File: src/sv/lfu_pkg.sv
package lfu_pkg;
  localparam int Slots = 32;
  localparam int SlotW = 5;
  localparam int CountW = 16;
  localparam int OccW = 6;

  localparam logic [2:0] KIND_HIT = 3'd0;
  localparam logic [2:0] KIND_INSERT = 3'd1;
  localparam logic [2:0] KIND_REPLACE = 3'd2;
  localparam logic [2:0] KIND_REPORT = 3'd3;
  localparam logic [2:0] KIND_EMPTY = 3'd4;

  localparam logic CMD_VOTE = 1'b0;
  localparam logic CMD_REPORT = 1'b1;

  typedef struct packed {
    logic [7:0] key;
    logic [CountW-1:0] count;
    logic [SlotW-1:0] age;
  } entry_t;
endpackage

File: src/sv/lfu_slot_replacement_unit.sv
// Vote: S_SCAN visits all 32 slots, then S_COMMIT registers the result and updates the slots.
// Report: for each held key, a full scan in S_RSCAN and then an output in S_RPUT, up to 32 results;
// a single report-empty result when nothing is held.
// The next item is taken only after the final result is accepted and the unit is back in S_IDLE.
// A result stalled for longer than one scan holds back the next report entry.
// Synchronous active-high rst clears valid bits, occupancy, control; capacity resets to 20.
module lfu_slot_replacement_unit (
  input  logic        clk,
  input  logic        rst,
  input  logic        valid,
  output logic        stall,
  input  logic        cmd,
  input  logic [7:0]  key,
  output logic        out_valid,
  input  logic        out_stall,
  output logic [2:0]  kind,
  output logic [7:0]  result_key,
  output logic [7:0]  evicted_key,
  output logic [15:0] hit_count,
  output logic        last,
  input  logic        cfg_valid,
  output logic        cfg_ready,
  input  logic [5:0]  cfg_data
);
  import lfu_pkg::*;

  typedef enum logic [4:0] {
    S_IDLE   = 5'b00001,
    S_SCAN   = 5'b00010,
    S_COMMIT = 5'b00100,
    S_RSCAN  = 5'b01000,
    S_RPUT   = 5'b10000
  } state_t;

  state_t state;
  entry_t slot [Slots];
  logic [Slots-1:0] slot_valid;
  logic [OccW-1:0] occupied;
  logic [5:0] slots_in_use;
  logic [SlotW-1:0] idx;
  logic [7:0] op_key;
  logic match_found, free_found, vic_found, best_found;
  logic [SlotW-1:0] match_idx, free_idx, vic_idx, best_idx;
  logic [8:0] prev_key;
  logic [OccW-1:0] n_out;
  logic [OccW-1:0] cap;
  entry_t cur, vic, best;

  assign cfg_ready = (state == S_IDLE) && !out_valid;
  assign stall = (state != S_IDLE) || out_valid;
  assign cur = slot[idx];
  assign vic = slot[vic_idx];
  assign best = slot[best_idx];

  always_comb begin
    cap = slots_in_use;
    if (slots_in_use == '0) cap = OccW'(1);
    if (slots_in_use > OccW'(Slots)) cap = OccW'(Slots);
  end

  always_ff @(posedge clk) begin
    if (rst) begin
      state <= S_IDLE;
      slot_valid <= '0;
      occupied <= '0;
      slots_in_use <= 6'd20;
      out_valid <= 1'b0;
      idx <= '0;
    end else begin
      if (out_valid && !out_stall) out_valid <= 1'b0;
      if (cfg_valid && cfg_ready) slots_in_use <= cfg_data;
      unique case (state)
        S_IDLE: begin
          if (valid && !stall) begin
            op_key <= key;
            idx <= '0;
            match_found <= 1'b0;
            free_found <= 1'b0;
            vic_found <= 1'b0;
            best_found <= 1'b0;
            prev_key <= 9'h1FF;
            n_out <= '0;
            state <= (cmd == CMD_REPORT) ? S_RSCAN : S_SCAN;
          end
        end
        S_SCAN: begin
          if (slot_valid[idx]) begin
            if (cur.key == op_key) begin
              match_found <= 1'b1;
              match_idx <= idx;
            end
            if (!vic_found || cur.count < vic.count ||
                (cur.count == vic.count && cur.age < vic.age)) begin
              vic_found <= 1'b1;
              vic_idx <= idx;
            end
          end else if (!free_found) begin
            free_found <= 1'b1;
            free_idx <= idx;
          end
          idx <= idx + SlotW'(1);
          if (idx == SlotW'(Slots - 1)) state <= S_COMMIT;
        end
        S_COMMIT: begin
          result_key <= op_key;
          evicted_key <= '0;
          last <= 1'b1;
          out_valid <= 1'b1;
          state <= S_IDLE;
          if (match_found) begin
            kind <= KIND_HIT;
            if (slot[match_idx].count != '1) begin
              slot[match_idx].count <= slot[match_idx].count + CountW'(1);
              hit_count <= slot[match_idx].count + CountW'(1);
            end else hit_count <= slot[match_idx].count;
          end else if (occupied < cap && free_found) begin
            kind <= KIND_INSERT;
            hit_count <= 16'd1;
            slot_valid[free_idx] <= 1'b1;
            slot[free_idx] <= '{key: op_key, count: CountW'(1), age: SlotW'(occupied)};
            occupied <= occupied + OccW'(1);
          end else begin
            kind <= KIND_REPLACE;
            hit_count <= 16'd1;
            evicted_key <= vic.key;
            for (int i = 0; i < Slots; i++)
              if (slot_valid[i] && slot[i].age > vic.age)
                slot[i].age <= slot[i].age - SlotW'(1);
            slot[vic_idx] <= '{key: op_key, count: CountW'(1),
                               age: SlotW'(occupied - OccW'(1))};
          end
        end
        S_RSCAN: begin
          if (slot_valid[idx] &&
              (prev_key == 9'h1FF || cur.key > prev_key[7:0]) &&
              (!best_found || cur.key < best.key)) begin
            best_found <= 1'b1;
            best_idx <= idx;
          end
          idx <= idx + SlotW'(1);
          if (idx == SlotW'(Slots - 1)) state <= S_RPUT;
        end
        S_RPUT: begin
          if (!out_valid) begin
            out_valid <= 1'b1;
            evicted_key <= '0;
            if (best_found) begin
              kind <= KIND_REPORT;
              result_key <= best.key;
              hit_count <= best.count;
              last <= (n_out + OccW'(1) == occupied);
              n_out <= n_out + OccW'(1);
              prev_key <= {1'b0, best.key};
              best_found <= 1'b0;
              state <= (n_out + OccW'(1) == occupied) ? S_IDLE : S_RSCAN;
            end else begin
              kind <= KIND_EMPTY;
              result_key <= '0;
              hit_count <= '0;
              last <= 1'b1;
              state <= S_IDLE;
            end
          end
        end
        default: state <= S_IDLE;
      endcase
    end
  end

  assert property (@(posedge clk) disable iff (rst) occupied <= OccW'(Slots))
    else $error("occupancy overflow");
  assert property (@(posedge clk) disable iff (rst)
    (state == S_SCAN) |-> !out_valid) else $error("result pending during scan");
  assert property (@(posedge clk) disable iff (rst)
    (out_valid && out_stall) |=> out_valid) else $error("result dropped");
  assert property (@(posedge clk) disable iff (rst)
    (state != S_IDLE) |-> stall) else $error("accept while busy");
endmodule
File: config.mk
export PLATFORM = sky130hd
export DESIGN_NAME = lfu_slot_replacement_unit
export DESIGN_NICKNAME = d
export VERILOG_FILES = /design/src/sv/lfu_pkg.sv /design/src/sv/lfu_slot_replacement_unit.sv
export SDC_FILE = /design/constraint.sdc
export NUM_CORES = 2
export LEC_CHECK = 0
export CAP_MARGIN = 40
export CORE_ASPECT_RATIO = 1.25
export CORE_MARGIN = 5
export CORE_UTILIZATION = 35
export DETAILED_ROUTE_END_ITERATION = 10
export DONT_BUFFER_PORTS = 1
export PLACE_DENSITY_LB_ADDON = 0.3
export SYNTH_ARGS = -nofsm -noshare
export SYNTH_HDL_FRONTEND = slang
export SYNTH_SLANG_ARGS = --single-unit
File: constraint.sdc
create_clock -name clk -period 11.47 [get_ports clk]
set_input_delay 0.5735 -clock clk [delete_from_list [all_inputs] [get_ports clk]]
set_output_delay 0.5735 -clock clk [all_outputs]
set_load 0.02 [all_outputs]
==> results.md <==
### Outcome
* result of the run: complete, no violations

### Timing
* worst clock skew: 89.9 ps
* maximum frequency from static timing analysis: 165 MHz
* total negative setup slack: 0 ps
* min setup slack post-route: 5420 ps
* RSZ-0062 raised after global routing: no
* count of endpoints failing setup in the final report: 0
* share of the clock period used by the worst path: 52.8%
* final period demand of the worst path: 6050 ps
* final hold violation count: 0
* Worst Max-Slew Pin Slew: 1320 ps
* Pins Over Slew Limit: 0
* tightest slew margin relative to the limit: 12.3%
* worst hold margin: 42.1 ps

### Synth
* commonest register cell after synthesis: sky130_fd_sc_hd__edfxtp_1
* Yosys reg bits: 1086
* top cells by area, synth: sky130_fd_sc_hd__edfxtp_1 (44%), sky130_fd_sc_hd__mux4_2 (31%), sky130_fd_sc_hd__ha_1 (4.4%), sky130_fd_sc_hd__mux2i_1 (3.7%), sky130_fd_sc_hd__dfxtp_1 (2.2%)
* Syn Nets: 4370
* average cell area after synthesis: 16.6 µm²
* Cell Area, Synth: 68400 µm²
* post-synthesis cell type with the largest combined area: sky130_fd_sc_hd__edfxtp_1
* number of enable flip-flop cells after synthesis: 1011
* total of warnings raised by yosys: 0
* register area share after synthesis: 46.6%
* Synth async-reset ratio: 0%
* area fraction of the dominant cell type after synthesis: 44.4%
* Syn Inst Count: 4112
* Cell variety after synth: 82

### Clock network
* buffer type at the clock tree root: sky130_fd_sc_hd__clkbuf_16
* latest clock arrival within the worst-skew pair: 800 ps
* Num Clock Sinks: 1086
* CTS tree: done
* cts repair resizes: 0
* clock-pin slew on the worst setup and hold paths: 60 ps
* number of buffers added by the clock tree synthesis step: 113
* deepest clock path buffer count: 3
* number of levels the H-tree was split into: 3
* post-CTS repair timing setup buffer count: 0
* hold bufs inserted after CTS: 16

### GRT
* pin count of the biggest net entering global routing: 135
* global-route total usage across every layer: 22.3%
* vias in the first global route: 45.0k
* final global-route overflow total: 0
* number of antenna violations at the first check in global routing: 4
* first-pass GRT wire length: 331000 µm

### Placement
* placed insts: 6560
* final HPWL from detailed placement: 148000 µm
* Placer Congestion: 0.849
* number of buffer cells added on primary ports: 0
* worst slack after detailed placement: 5480 ps

### Worst setup path
* number of buffer and inverter instances along the worst setup path: 3
* maximum fanout along the worst path: 91
* critical setup path kind: reg2reg
* type of origin of the critical path: flip-flop
* Cell Chain, Critical Path: buf_16 > buf_12 > mux4_2 > mux4_2 > mux2i_4 > buf_4 > ha_1 > and4_1 > a22oi_1 > o2111ai_1 > o21ai_0
* worst-path cell with the longest stage delay: sky130_fd_sc_hd__mux4_2
* peak per-stage delay on the critical path: 680 ps
* most common cell type on the critical path: sky130_fd_sc_hd__mux4_2
* Crit. End Element: flip-flop
* data arrival time of the critical path: 6400 ps
* CP required: 11820 ps
* largest delay contributor family on the critical path: multiplexers

### Pwr
* Max rail drop VDD: 135 µV
* standby leakage power: 25.2 nW
* overall power: 9.09 mW
* cell area power density: 118 nW/µm²

### Finish
* most frequent standard cell in the layout excluding fill and tap cells: sky130_fd_sc_hd__edfxtp_1
* nets@finish: 4390
* Final Instance Count excl. Fillers: 6794
* layout overhead on the synthesized area: 12.5%
* most used cells in the layout excluding fill and tap cells: sky130_fd_sc_hd__edfxtp_1 (1011), sky130_fd_sc_hd__mux4_2 (955), sky130_fd_sc_hd__mux2i_1 (248)
* total of fill cells in the finished design: 17.5k
* fraction of final layout cells with drive strength greater than 1: 35.2%

### Drt
* M1 WL: 84600 µm
* Final ANT Viol Nets: 0
* number of DRC markers after the initial detailed-route iteration: 4570
* DRT Wirelength: 231000 µm
* routed via count: 43.9k
* routed wl met3: 19800 µm
* routed len/inst: 34.0 µm
* total DRC errors in the routed layout: 0
* detailed-routed wire length on met2: 114000 µm
* number of vias per cell: 6.47
* topmost layer with routed signal wires: met4
* drt first pass iters: 6

### Floorplan
* number of top-level design ports: 59
* die footprint: 204000 µm²
* die height: 504 µm
* initial cell density of the core: 35.1%
* placeable core region: 195000 µm²
* x dimension of the die: 405 µm
* site row count: 181

### Worst hold path
* HP Class: in2reg

### Flow run
* total of max-cap violations: 0

[where the power goes]
group | internal (mW) | total (mW) | switching, mW | leakage, nW
combinational | 0.295 | 0.672 | 0.377 | 13.5
sequential | 4.30 | 4.35 | 0.0417 | 9.73
clock | 2.35 | 4.07 | 1.72 | 1.97
[per-stage QoR]
| step | area, µm² | util (%) |
|---|---|---|
| floorplan | 68400 | - |
| global placement | 71700 | 36.9 |
| detailed placement | 72600 | 37.3 |
| CTS | 76800 | 39.5 |
| global route | 76900 | 39.5 |
| finish | 76900 | 39.5 |
[flip-flops by register name, indices dropped and copies added, names as in the netlist, 3 cells and up, named ones only]
register	flops
vic_idx	5
occupied	6
state	5
slots_in_use	6
match_idx	5
hit_count	16
best_idx	5
result_key	8
free_idx	5
kind	3
evicted_key	8
op_key	8
n_out	6
idx	5
prev_key	9
slot_valid	32
slot	928
[cells by family after synthesis]
group | count (synthesis) | share of synthesized area [%]
multiplexers | 1259 | 36.0
flip-flops | 1086 | 46.6
AND/OR/NAND/NOR | 631 | 5.20
buffers and inverters | 402 | 2.51
AO/OA/AOI/OAI | 360 | 3.56
adder cells (fa/ha/maj) | 238 | 4.36
XOR/XNOR | 136 | 1.74
[final cells by class]
type	count	area [µm²]	area share, %
Multi-Input combinational cell	2624	35100	45.6
Sequential cell	1086	31900	41.5
Tap cell	2562	3210	4.17
Clock buffer	131	2950	3.83
Timing Repair Buffer	212	2220	2.89
Clock inverter	82	1130	1.47
Inverter	95	359	0.467
Antenna cell	2	5.00	0.00651
[path summary, 6_finish.rpt]
| kind | startpoint | end | slack [ps] | depth (start not counted) |
|---|---|---|---|---|
| max | flip-flop | slot[0][0] | 5420 | 11 |
| min | cfg_data[1] | slots_in_use[1] | 40 | 2 |
| max reg2reg | flip-flop | slot[0][0] | 5420 | 11 |
| min reg2reg | slots_in_use[5] | slots_in_use[5] | 460 | 2 |
[metal layers]
metal,vias to the layer above,global-route usage (%)
li1,17600,-
met1,23300,27.7
met2,2465,37.4
met3,568,4.23
met4,0,11.1
met5,-,0
[synth_stat cells, types with 19 or more instances]
| cell | n |
|---|---|
| sky130_fd_sc_hd__mux4_2 | 955 |
| sky130_fd_sc_hd__mux2i_1 | 252 |
| sky130_fd_sc_hd__nor3b_1 | 38 |
| sky130_fd_sc_hd__ha_1 | 238 |
| sky130_fd_sc_hd__buf_2 | 50 |
| sky130_fd_sc_hd__xor2_1 | 19 |
| sky130_fd_sc_hd__o21ai_0 | 86 |
| sky130_fd_sc_hd__nand3_1 | 50 |
| sky130_fd_sc_hd__nand2b_1 | 43 |
| sky130_fd_sc_hd__inv_1 | 91 |
| sky130_fd_sc_hd__nor3_1 | 64 |
| sky130_fd_sc_hd__and2_1 | 24 |
| sky130_fd_sc_hd__edfxtp_1 | 1011 |
| sky130_fd_sc_hd__buf_1 | 71 |
| sky130_fd_sc_hd__nor2b_1 | 82 |
| sky130_fd_sc_hd__clkbuf_1 | 164 |
| sky130_fd_sc_hd__o2bb2ai_1 | 32 |
| sky130_fd_sc_hd__a21oi_1 | 65 |
| sky130_fd_sc_hd__nor2_1 | 119 |
| sky130_fd_sc_hd__nand4_1 | 23 |
| sky130_fd_sc_hd__nand2_1 | 86 |
| sky130_fd_sc_hd__a22oi_1 | 51 |
| sky130_fd_sc_hd__dfxtp_1 | 75 |
| sky130_fd_sc_hd__and4_1 | 21 |
| sky130_fd_sc_hd__mux2_2 | 51 |
| sky130_fd_sc_hd__xnor2_1 | 117 |
| sky130_fd_sc_hd__o2111ai_1 | 33 |
| sky130_fd_sc_hd__nor3_2 | 20 |
Note: power is estimated with default switching activity, not from simulation.
